**src/hdl/hat_pkg.sv**
```systemverilog
package hat_pkg;

	typedef enum logic [1:0] {
		OP_REGISTER    = 2'd0,
		OP_DEREGISTER  = 2'd1,
		OP_LOOKUP_PORT = 2'd2,
		OP_LOOKUP_HOST = 2'd3
	} op_t;

	typedef enum logic [2:0] {
		ST_OK           = 3'd0,
		ST_INVALID_PORT = 3'd1,
		ST_ALREADY_SET  = 3'd2,
		ST_NOT_SET      = 3'd3,
		ST_NOT_FOUND    = 3'd4
	} status_t;

	// operation token walking down the cell chain
	typedef struct packed {
		logic        valid;
		op_t         op;
		logic        port_ok;
		logic [7:0]  port;
		status_t     status;
		logic [3:0]  found_port;
	} ctl_t;

	localparam int       FieldAddrBits  = 48;
	localparam logic [4:0] PortsReset   = 5'd16;
	localparam logic     RegPortsInUse  = 1'b0;

endpackage

```
**src/hdl/hat_cell.sv**
```systemverilog
module hat_cell #(
	parameter int AW  = 48,
	parameter int IDX = 0
) (
	input  logic           clk,
	input  logic           arst_n,
	input  logic           adv,
	input  hat_pkg::ctl_t  ctl_in,
	input  logic [AW-1:0]  key_in,
	input  logic [AW-1:0]  fa_in,
	output hat_pkg::ctl_t  ctl_s1,
	output logic [AW-1:0]  key_s1,
	output logic [AW-1:0]  fa_s1
);
	import hat_pkg::*;

	localparam logic [7:0] CellId = 8'(IDX);

	logic          valid_q;
	logic [AW-1:0] addr_q;
	logic          hit;
	logic          match;
	logic          set_valid;
	logic          clr_valid;
	ctl_t          ctl_nx;
	logic [AW-1:0] fa_nx;

	assign hit   = ctl_in.valid && ctl_in.port_ok && (ctl_in.port == CellId);
	assign match = valid_q && (addr_q == key_in);

	always_comb begin
		ctl_nx    = ctl_in;
		fa_nx     = fa_in;
		set_valid = 1'b0;
		clr_valid = 1'b0;
		case (ctl_in.op)
			OP_REGISTER: begin
				if (hit) begin
					if (valid_q) begin
						ctl_nx.status = ST_ALREADY_SET;
					end else begin
						set_valid = 1'b1;
					end
				end
			end
			OP_DEREGISTER: begin
				if (hit && valid_q) begin
					clr_valid     = 1'b1;
					ctl_nx.status = ST_OK;
				end
			end
			OP_LOOKUP_PORT: begin
				// first hit wins, lower cells see the token earlier
				if (ctl_in.valid && ctl_in.status == ST_NOT_FOUND && match) begin
					ctl_nx.status     = ST_OK;
					ctl_nx.found_port = CellId[3:0];
				end
			end
			OP_LOOKUP_HOST: begin
				if (hit && valid_q) begin
					ctl_nx.status = ST_OK;
					fa_nx         = addr_q;
				end
			end
			default: begin
			end
		endcase
	end

	always_ff @(posedge clk or negedge arst_n) begin
		if (!arst_n) begin
			valid_q <= 1'b0;
			ctl_s1  <= '0;
		end else if (adv) begin
			ctl_s1 <= ctl_nx;
			if (set_valid) begin
				valid_q <= 1'b1;
			end else if (clr_valid) begin
				valid_q <= 1'b0;
			end
		end
	end

	always_ff @(posedge clk) begin
		if (adv) begin
			key_s1 <= key_in;
			fa_s1  <= fa_nx;
			if (set_valid) begin
				addr_q <= key_in;
			end
		end
	end

endmodule

```
**src/hdl/switch_host_address_table.sv**
```systemverilog
// One table cell per chain stage; an accepted input beat is registered in the
// entry stage, then in each cell, so the chain depth (PORTS cells) sets the
// latency, not the rate. Throughput: one beat per cycle when not stalled.
// A stalled output freezes the chain; the entry stage still takes one beat.
// Reset: entry valid marks cleared, ports_in_use = 16, chain emptied.
// Entry addresses are not reset and are read only once written.
module switch_host_address_table #(
	parameter int PORTS     = 16,
	parameter int ADDR_BITS = 48
) (
	input  logic                clk,
	input  logic                arst_n,
	input  logic                in_valid,
	output logic                in_ready,
	input  hat_pkg::op_t        opcode,
	input  logic [7:0]          port_index,
	input  logic [47:0]         host_address,
	output logic                out_valid,
	input  logic                out_ready,
	output logic [2:0]          status,
	output logic [3:0]          found_port,
	output logic [47:0]         found_address,
	input  logic                psel,
	input  logic                penable,
	input  logic                pwrite,
	input  logic [2:0]          paddr,
	input  logic [31:0]         pwdata,
	output logic [31:0]         prdata,
	output logic                pready
);
	import hat_pkg::*;

	localparam int AW = (ADDR_BITS < FieldAddrBits) ? ADDR_BITS : FieldAddrBits;

	logic [4:0]    ports_q;
	logic [8:0]    limit;
	logic          port_ok;
	status_t       status_d;
	logic          adv;
	logic          ld0;
	ctl_t          ctl_s0;
	logic [AW-1:0] key_s0;

	ctl_t          ctl_c [PORTS+1];
	logic [AW-1:0] key_c [PORTS+1];
	logic [AW-1:0] fa_c  [PORTS+1];

	// config port
	assign pready = 1'b1;
	assign prdata = (paddr[2] == RegPortsInUse) ? 32'(ports_q) : 32'd0;

	always_ff @(posedge clk or negedge arst_n) begin
		if (!arst_n) begin
			ports_q <= PortsReset;
		end else if (psel && penable && pwrite && pready && paddr[2] == RegPortsInUse) begin
			ports_q <= pwdata[4:0];
		end
	end

	// entry stage
	assign limit   = (9'(ports_q) < 9'(PORTS)) ? 9'(ports_q) : 9'(PORTS);
	assign port_ok = 9'(port_index) < limit;

	always_comb begin
		case (opcode)
			OP_REGISTER:    status_d = port_ok ? ST_OK : ST_INVALID_PORT;
			OP_DEREGISTER:  status_d = port_ok ? ST_NOT_SET : ST_INVALID_PORT;
			OP_LOOKUP_PORT: status_d = ST_NOT_FOUND;
			OP_LOOKUP_HOST: status_d = port_ok ? ST_NOT_FOUND : ST_INVALID_PORT;
			default:        status_d = ST_NOT_FOUND;
		endcase
	end

	assign adv      = !out_valid || out_ready;
	assign ld0      = !ctl_s0.valid || adv;
	assign in_ready = ld0;

	always_ff @(posedge clk or negedge arst_n) begin
		if (!arst_n) begin
			ctl_s0 <= '0;
		end else if (ld0) begin
			ctl_s0.valid <= in_valid;
			if (in_valid) begin
				ctl_s0.op         <= opcode;
				ctl_s0.port_ok    <= port_ok;
				ctl_s0.port       <= port_index;
				ctl_s0.status     <= status_d;
				ctl_s0.found_port <= 4'd0;
			end
		end
	end

	always_ff @(posedge clk) begin
		if (ld0 && in_valid) begin
			key_s0 <= host_address[AW-1:0];
		end
	end

	// cell chain
	assign ctl_c[0] = ctl_s0;
	assign key_c[0] = key_s0;
	assign fa_c[0]  = '0;

	for (genvar g = 0; g < PORTS; g++) begin : g_cell
		hat_cell #(
			.AW  (AW),
			.IDX (g)
		) u_cell (
			.clk    (clk),
			.arst_n (arst_n),
			.adv    (adv),
			.ctl_in (ctl_c[g]),
			.key_in (key_c[g]),
			.fa_in  (fa_c[g]),
			.ctl_s1 (ctl_c[g+1]),
			.key_s1 (key_c[g+1]),
			.fa_s1  (fa_c[g+1])
		);
	end

	assign out_valid     = ctl_c[PORTS].valid;
	assign status        = ctl_c[PORTS].status;
	assign found_port    = ctl_c[PORTS].found_port;
	assign found_address = 48'(fa_c[PORTS]);

	a_port_only_on_ok: assert property (@(posedge clk) disable iff (!arst_n)
		(out_valid && found_port != 4'd0) |-> status == ST_OK)
		else $error("found_port set on failed beat");

	a_addr_only_on_host_ok: assert property (@(posedge clk) disable iff (!arst_n)
		(out_valid && found_address != 48'd0) |->
		(status == ST_OK && ctl_c[PORTS].op == OP_LOOKUP_HOST))
		else $error("found_address set outside successful host lookup");

	a_stall_holds: assert property (@(posedge clk) disable iff (!arst_n)
		(out_valid && !out_ready) |=> (out_valid && $stable(status)))
		else $error("result beat lost under stall");

	a_entry_free_ready: assert property (@(posedge clk) disable iff (!arst_n)
		!ctl_s0.valid |-> in_ready)
		else $error("empty entry stage refused a beat");

	a_status_legal: assert property (@(posedge clk) disable iff (!arst_n)
		out_valid |-> (status == ST_OK || status == ST_INVALID_PORT ||
		status == ST_ALREADY_SET || status == ST_NOT_SET || status == ST_NOT_FOUND))
		else $error("illegal status code");

endmodule

```
**config.mk**
```make
export PLATFORM = sky130hd
export DESIGN_NAME = switch_host_address_table
export DESIGN_NICKNAME = d
export VERILOG_FILES = /design/src/hdl/hat_pkg.sv /design/src/hdl/hat_cell.sv /design/src/hdl/switch_host_address_table.sv
export SDC_FILE = /design/constraint.sdc
export NUM_CORES = 2
export LEC_CHECK = 0
export BUFFER_PORTS_ARGS = -buffer_cell sky130_fd_sc_hd__buf_2
export CAP_MARGIN = 20
export CORE_AREA = 2 2 432 434
export DETAILED_ROUTE_END_ITERATION = 6
export DIE_AREA = 0 0 434 436
export GPL_TIMING_DRIVEN = 0
export PLACE_DENSITY_LB_ADDON = 0.3
export SLEW_MARGIN = 20
export SYNTH_ARGS = -nofsm -noshare
export SYNTH_HDL_FRONTEND = slang
export SYNTH_SLANG_ARGS = --single-unit
export TNS_END_PERCENT = 10
```
**constraint.sdc**
```tcl
create_clock -name clk -period 91.3 [get_ports clk]
set_input_delay 9.13 -clock clk [delete_from_list [all_inputs] [get_ports clk]]
set_output_delay 9.13 -clock clk [all_outputs]
set_load 0.005 [all_outputs]
```
Word level (Yosys, flattened, before mapping)
Cells that the tools add are included.

word-level totals
  flip-flop bits (word level) = 2,633
  bits of input ports = 100
  output and inout bits = 90

cells by class
  bitwise logic cells = 1
  reduce and logical (&&, ||, !) cells = 188
  magnitude comparators = 2
  equal/unequal tests = 98
  mux-type cells = 244

operator list
  kind                  number
  $mux W48              30
  $eq A48 B48 Y1        16
  $mux W3               49
  $pmux W3 S3           16
  $mux W1               113
  $mux W7               16
  $logic_and A1 B1 Y1   100
  $eq A2 B2 Y1 const B  34
  $reduce_and A2 Y1     34
  $eq A8 B4 Y1 const B  8
  $mux W4               16
  $eq A3 B3 Y1 const B  16
  $eq A2 B1 Y1 const B  17
  $logic_not A2 Y1      17
  $eq A8 B3 Y1 const B  4
  $reduce_bool A2 Y1    16
  $reduce_or A2 Y1      16
  $eq A8 B2 Y1 const B  2
  $pmux W3 S4           1
  $mux W5               2
  $eq A8 B1 Y1 const B  1
  $logic_not A8 Y1      1
  $lt A8 B5 Y1          1
  $lt A5 B5 Y1 const B  1
  4 further kinds       6

Logic depth before layout (Yosys ltp)
  depth in word-level cells = 7
  gate-level depth with buffers = 8
  depth with buffers taken out = 8

By module
A second synthesis with hierarchy kept.

unflattened totals
  cells, all modules = 5,648
  area, all modules = 105,014.5 µm²

by module, submodules not included
  module                             area each (µm²)  cells each  seq. area each (µm²)  instances
  hat_cell at g_cell[10].u_cell ...  6,423.7          343         4,824.6               4
  hat_cell at g_cell[11].u_cell ...  6,472.5          344         4,824.6               2
  hat_cell at g_cell[1].u_cell ...   6,421.2          343         4,824.6               2
  hat_cell at g_cell[4].u_cell ...   6,383.6          342         4,824.6               2
  hat_cell at g_cell[13].u_cell ...  6,301.0          346         4,824.6               2
  hat_cell at g_cell[12].u_cell      6,463.7          343         4,824.6               1
  hat_cell at g_cell[0].u_cell       6,446.2          341         4,824.6               1
  hat_cell at g_cell[3].u_cell       6,367.4          342         4,824.6               1
  hat_cell at g_cell[15].u_cell      6,291.0          346         4,824.6               1
  switch_host_address_table          2,595.0          154         1,943.1               1

Worst setup path before layout
Ideal clock, no wire load.

  kind = input port to flip-flop
  start point = in out_ready
  end point = reg g_cell[9].u_cell.ctl_s1[6] (netlist name)
  slack = 36,771 ps
  setup time = 1,919 ps
  stages = 6
  arrival time = 52,610 ps
  cell sequence = nor2b_1 > clkbuf_1 > inv_1 > clkbuf_1 > clkbuf_1 > o32ai_1

on the way
  word-level cells in the longest chain between the ends = 1

ends and longest elaborated chain
  what                    line                             source
  start: declaration      switch_host_address_table.sv:19  input logic out_ready,
  $logic_or A1 B1 Y1      switch_host_address_table.sv:74  assign adv = !out_valid || out_ready;
  named net adv           switch_host_address_table.sv:39  logic adv;
  end signal: assignment  hat_cell.sv:75                   ctl_s1 <= ctl_nx;
  end: declaration        hat_cell.sv:11                   output hat_pkg::ctl_t ctl_s1,

The timed path passes the listed nets, and every way through them passes these cells.
A chain may end at the register's enable or synchronous reset.

Worst setup path after layout
  start point = in out_ready
  end point = out in_ready

on the way
  word-level cells in the longest chain between the ends = 2

ends and longest elaborated chain
  what                line                             source
  $logic_or A1 B1 Y1  switch_host_address_table.sv:74
  $logic_or A1 B1 Y1  switch_host_address_table.sv:75  assign ld0 = !ctl_s0.valid || adv;
  end: declaration    switch_host_address_table.sv:14  output logic in_ready,

Every way passes these cells.

==> impl_metrics.json <==
{
  "status": "finished, violations left",
  "violations": "design-rule violations",
  "totalWireLength_um": 235000,
  "avgRoutedWirePerCell_um": 25.9,
  "yosysTopAreaCellShare_pct": 68.5,
  "p_per_area_mw_per_mm2": 32.9,
  "finalNonFillerCells": 9093,
  "clkSlewWorstSetupHoldPaths_ps": 60,
  "synth_top_area_cell": "edfxtp_1",
  "startpoint": "out_ready",
  "crit_required_ps": 82170,
  "drt_pre_antenna_iters": 7,
  "vias": 50300,
  "tns_ps": 0,
  "relSlewSlack_pct": 26.5,
  "grt_max_degree": 105,
  "grt_pass1_vias": 51100,
  "antenna_left": 0,
  "syn_avg_cell_area_um2": 17.2,
  "yosysUniqueCellTypes": 81,
  "p_leak_nw": 42.6,
  "htreeDepth": 4,
  "worst_slack_ps": 71720,
  "ys_ff_latch": 2618,
  "final_common_cell": "edfxtp_1",
  "regArea_mm2": 0.0770,
  "hold_buffers": 0,
  "fmax_mhz": 51.1,
  "crit_arrival_ps": 10450,
  "startpoint_type": "primary input",
  "dpl.hpwl_um": 177000,
  "nNetsFinal": 6509,
  "core-area_mm2": 0.185,
  "synth-async-reset-ratio_pct": 12.0,
  "n_antenna_cell": 0,
  "fp.dieW_um": 434,
  "drive_above_1_share_pct": 22.2,
  "r2r-end": "g_cell[5].u_cell.addr_q[31]$_DFFE_PP_",
  "ir_worst_vdd_uv": 21.9,
  "drc": 1,
  "r2r_start": "g_cell[15].u_cell.ctl_s1[18]$_DFFE_PN0P_",
  "die_area_mm2": 0.189,
  "rr_worst_depth": 14,
  "syn2layout_area_growth_pct": 13.2,
  "period_share_pct": 21.4,
  "tritoncts": "built",
  "final_cell_mix": "2304 x edfxtp_1, 630 x nand2_1, 622 x mux2_2, 379 x xor2_1, 313 x dfrtp_1",
  "cp-endpoint": "in_ready",
  "synth_warnings": 0,
  "clock_latency_ps": 890,
  "fillCellCount": 13200,
  "maxCapViolCount": 0,
  "root_buffer": "clkbuf_16",
  "grt_overflow": 0,
  "period_minus_slack_ps": 19580,
  "antenna_found_initial": 0,
  "numPortBuffers": 132,
  "place.gp.congestion": 0.919,
  "reg2reg_setup_slack_ps": 86330,
  "dpl.cell_count": 8642,
  "rsz0062_at_grt": "false",
  "seq_area_frac_synth_pct": 76.3,
  "ctsResizeCount": 0,
  "finalSetupViolations": 0,
  "worstHoldPathType": "reg -> reg",
  "synth-main-ff-cell": "edfxtp_1",
  "hold_viol": 0,
  "fin_skew_ps": 44.2,
  "crit_type": "in -> out",
  "fp.dieH_um": 436,
  "clock_path_buffers": 3,
  "grtUsageTotal_pct": 25.1,
  "pre_cts_slack_ps": 71740,
  "multiInputGateArea_mm2": 0.0222,
  "routed_via_density": 5.53,
  "start_util_pct": 54.7,
  "worst_pin_slew_ps": 1100,
  "io_pins": 190,
  "synthCells": 5878,
  "core.rowCount": 158,
  "synth_edf_count": 2304,
  "synth_area_leaders": "edfxtp_1 69%, dfrtp_1 7.8%, mux2_2 6.9%",
  "crit_fanout": 9,
  "crit_path_end_kind": "output port",
  "drt_iter0_drc": 4626,
  "syn_area_mm2": 0.101,
  "cts_setup_buffers": 0,
  "numCtsBuffers": 240,
  "drv_slew": 0,
  "grt_pass1_wl_um": 343000,
  "clock_sinks": 2618
}
-- metal layers --
metal / share of wire (%) / up-vias / GRT usage (%)
met5: 0 / - / 0
met4: 6.1 / 0 / 13.7
met3: 4.4 / 432 / 3.23
met2: 53 / 1628 / 44.9
met1: 36 / 25300 / 29.1
li1: - / 23000 / -
-- how the worst min path moves through the flow --
stage,start,to,cells past startpoint
after detailed placement,g_cell[14].u_cell.key_s1[40]$_DFFE_PP_,g_cell[15].u_cell.addr_q[40]$_DFFE_PP_,0
after global routing,g_cell[14].u_cell.key_s1[6]$_DFFE_PP_,g_cell[15].u_cell.addr_q[6]$_DFFE_PP_,0
after floorplan,g_cell[14].u_cell.key_s1[22]$_DFFE_PP_,g_cell[15].u_cell.addr_q[22]$_DFFE_PP_,0
after CTS,g_cell[14].u_cell.key_s1[6]$_DFFE_PP_,g_cell[15].u_cell.addr_q[6]$_DFFE_PP_,0
after global placement,g_cell[14].u_cell.key_s1[22]$_DFFE_PP_,g_cell[15].u_cell.addr_q[22]$_DFFE_PP_,0
final,g_cell[14].u_cell.key_s1[40]$_DFFE_PP_,g_cell[15].u_cell.addr_q[40]$_DFFE_PP_,0
-- where the power goes --
group          switching, W  internal, W
clock network      0.000437     0.000551
logic              0.000335     0.000266
registers          0.000306      0.00186
total               0.00108      0.00268
-- cells by family (layout without fill, tap and decap cells) --
| kind of cell | after synthesis | count (layout) | synth area share (%) |
|---|---|---|---|
| AOI/OAI and AO/OA | 322 | 322 | 2.13 |
| xor gates and xnor gates | 662 | 662 | 5.74 |
| adders and majority gates | 4 | 4 | 0.0496 |
| buffers and inverters | 387 | 1096 | 1.94 |
| DFF | 2618 | 2618 | 76.3 |
| muxes | 707 | 707 | 8.09 |
| other | 2 | 28 | 0.00744 |
| and+or+nand+nor | 1176 | 1176 | 5.72 |
-- flip-flops by register name, summed over array words and instances (netlist names) --
signal,flops
key_s0,48
g_cell.u_cell.fa_s1,768
g_cell.u_cell.key_s1,720
ctl_c,15
g_cell.u_cell.addr_q,768
g_cell.u_cell.ctl_s1,278
ports_q,5
g_cell.u_cell.valid_q,16
-- cells in the mapped netlist, drive strengths merged (10+ instances only) --
cell type,n
and2,59
nor2b,29
nor2,70
xor2,379
inv,158
a2111oi,11
dfrtp,313
nor3,33
a22o,14
o22ai,39
a31o,10
xnor2,283
buf,148
nor4,138
nand2b,13
o2bb2ai,13
nand3,29
nand4,112
a221oi,11
nand4b,19
o21ai,117
mux2,706
clkbuf,81
a31oi,23
a21oi,19
nand2,630
edfxtp,2304
-- per-stage QoR --
step | power (W) | instance area, µm² | utilization [%] | hold WS [ps]
2_1_floorplan | 0.00269 | 101000 | - | 426
3_3_place_gp | 0.00314 | 105000 | 56.8 | 431
3_5_place_dp | 0.00279 | 106000 | 57.7 | 443
4_1_cts | 0.00378 | 114000 | 61.9 | 459
5_1_grt | 0.00390 | 114000 | 61.9 | 474
6_report | 0.00376 | 114000 | 61.9 | 462
-- critical path, cell delays in order --
cell      delay, ps
buf_2            90
nor2b_1          90
clkbuf_1        750
nand2_1         200
buf_2           180
-- cell type report --
type | instances | share of cell area [%]
clock inverters | 135 | 1.22
repair buffers | 259 | 1.94
multi-input cells | 2899 | 19.4
flip-flops and latches | 2618 | 67.4
well taps | 2480 | 2.71
clock buffers | 315 | 5.62
plain buffers | 229 | 1.20
inverters | 158 | 0.521
Note: power is estimated with default switching activity, not from simulation.
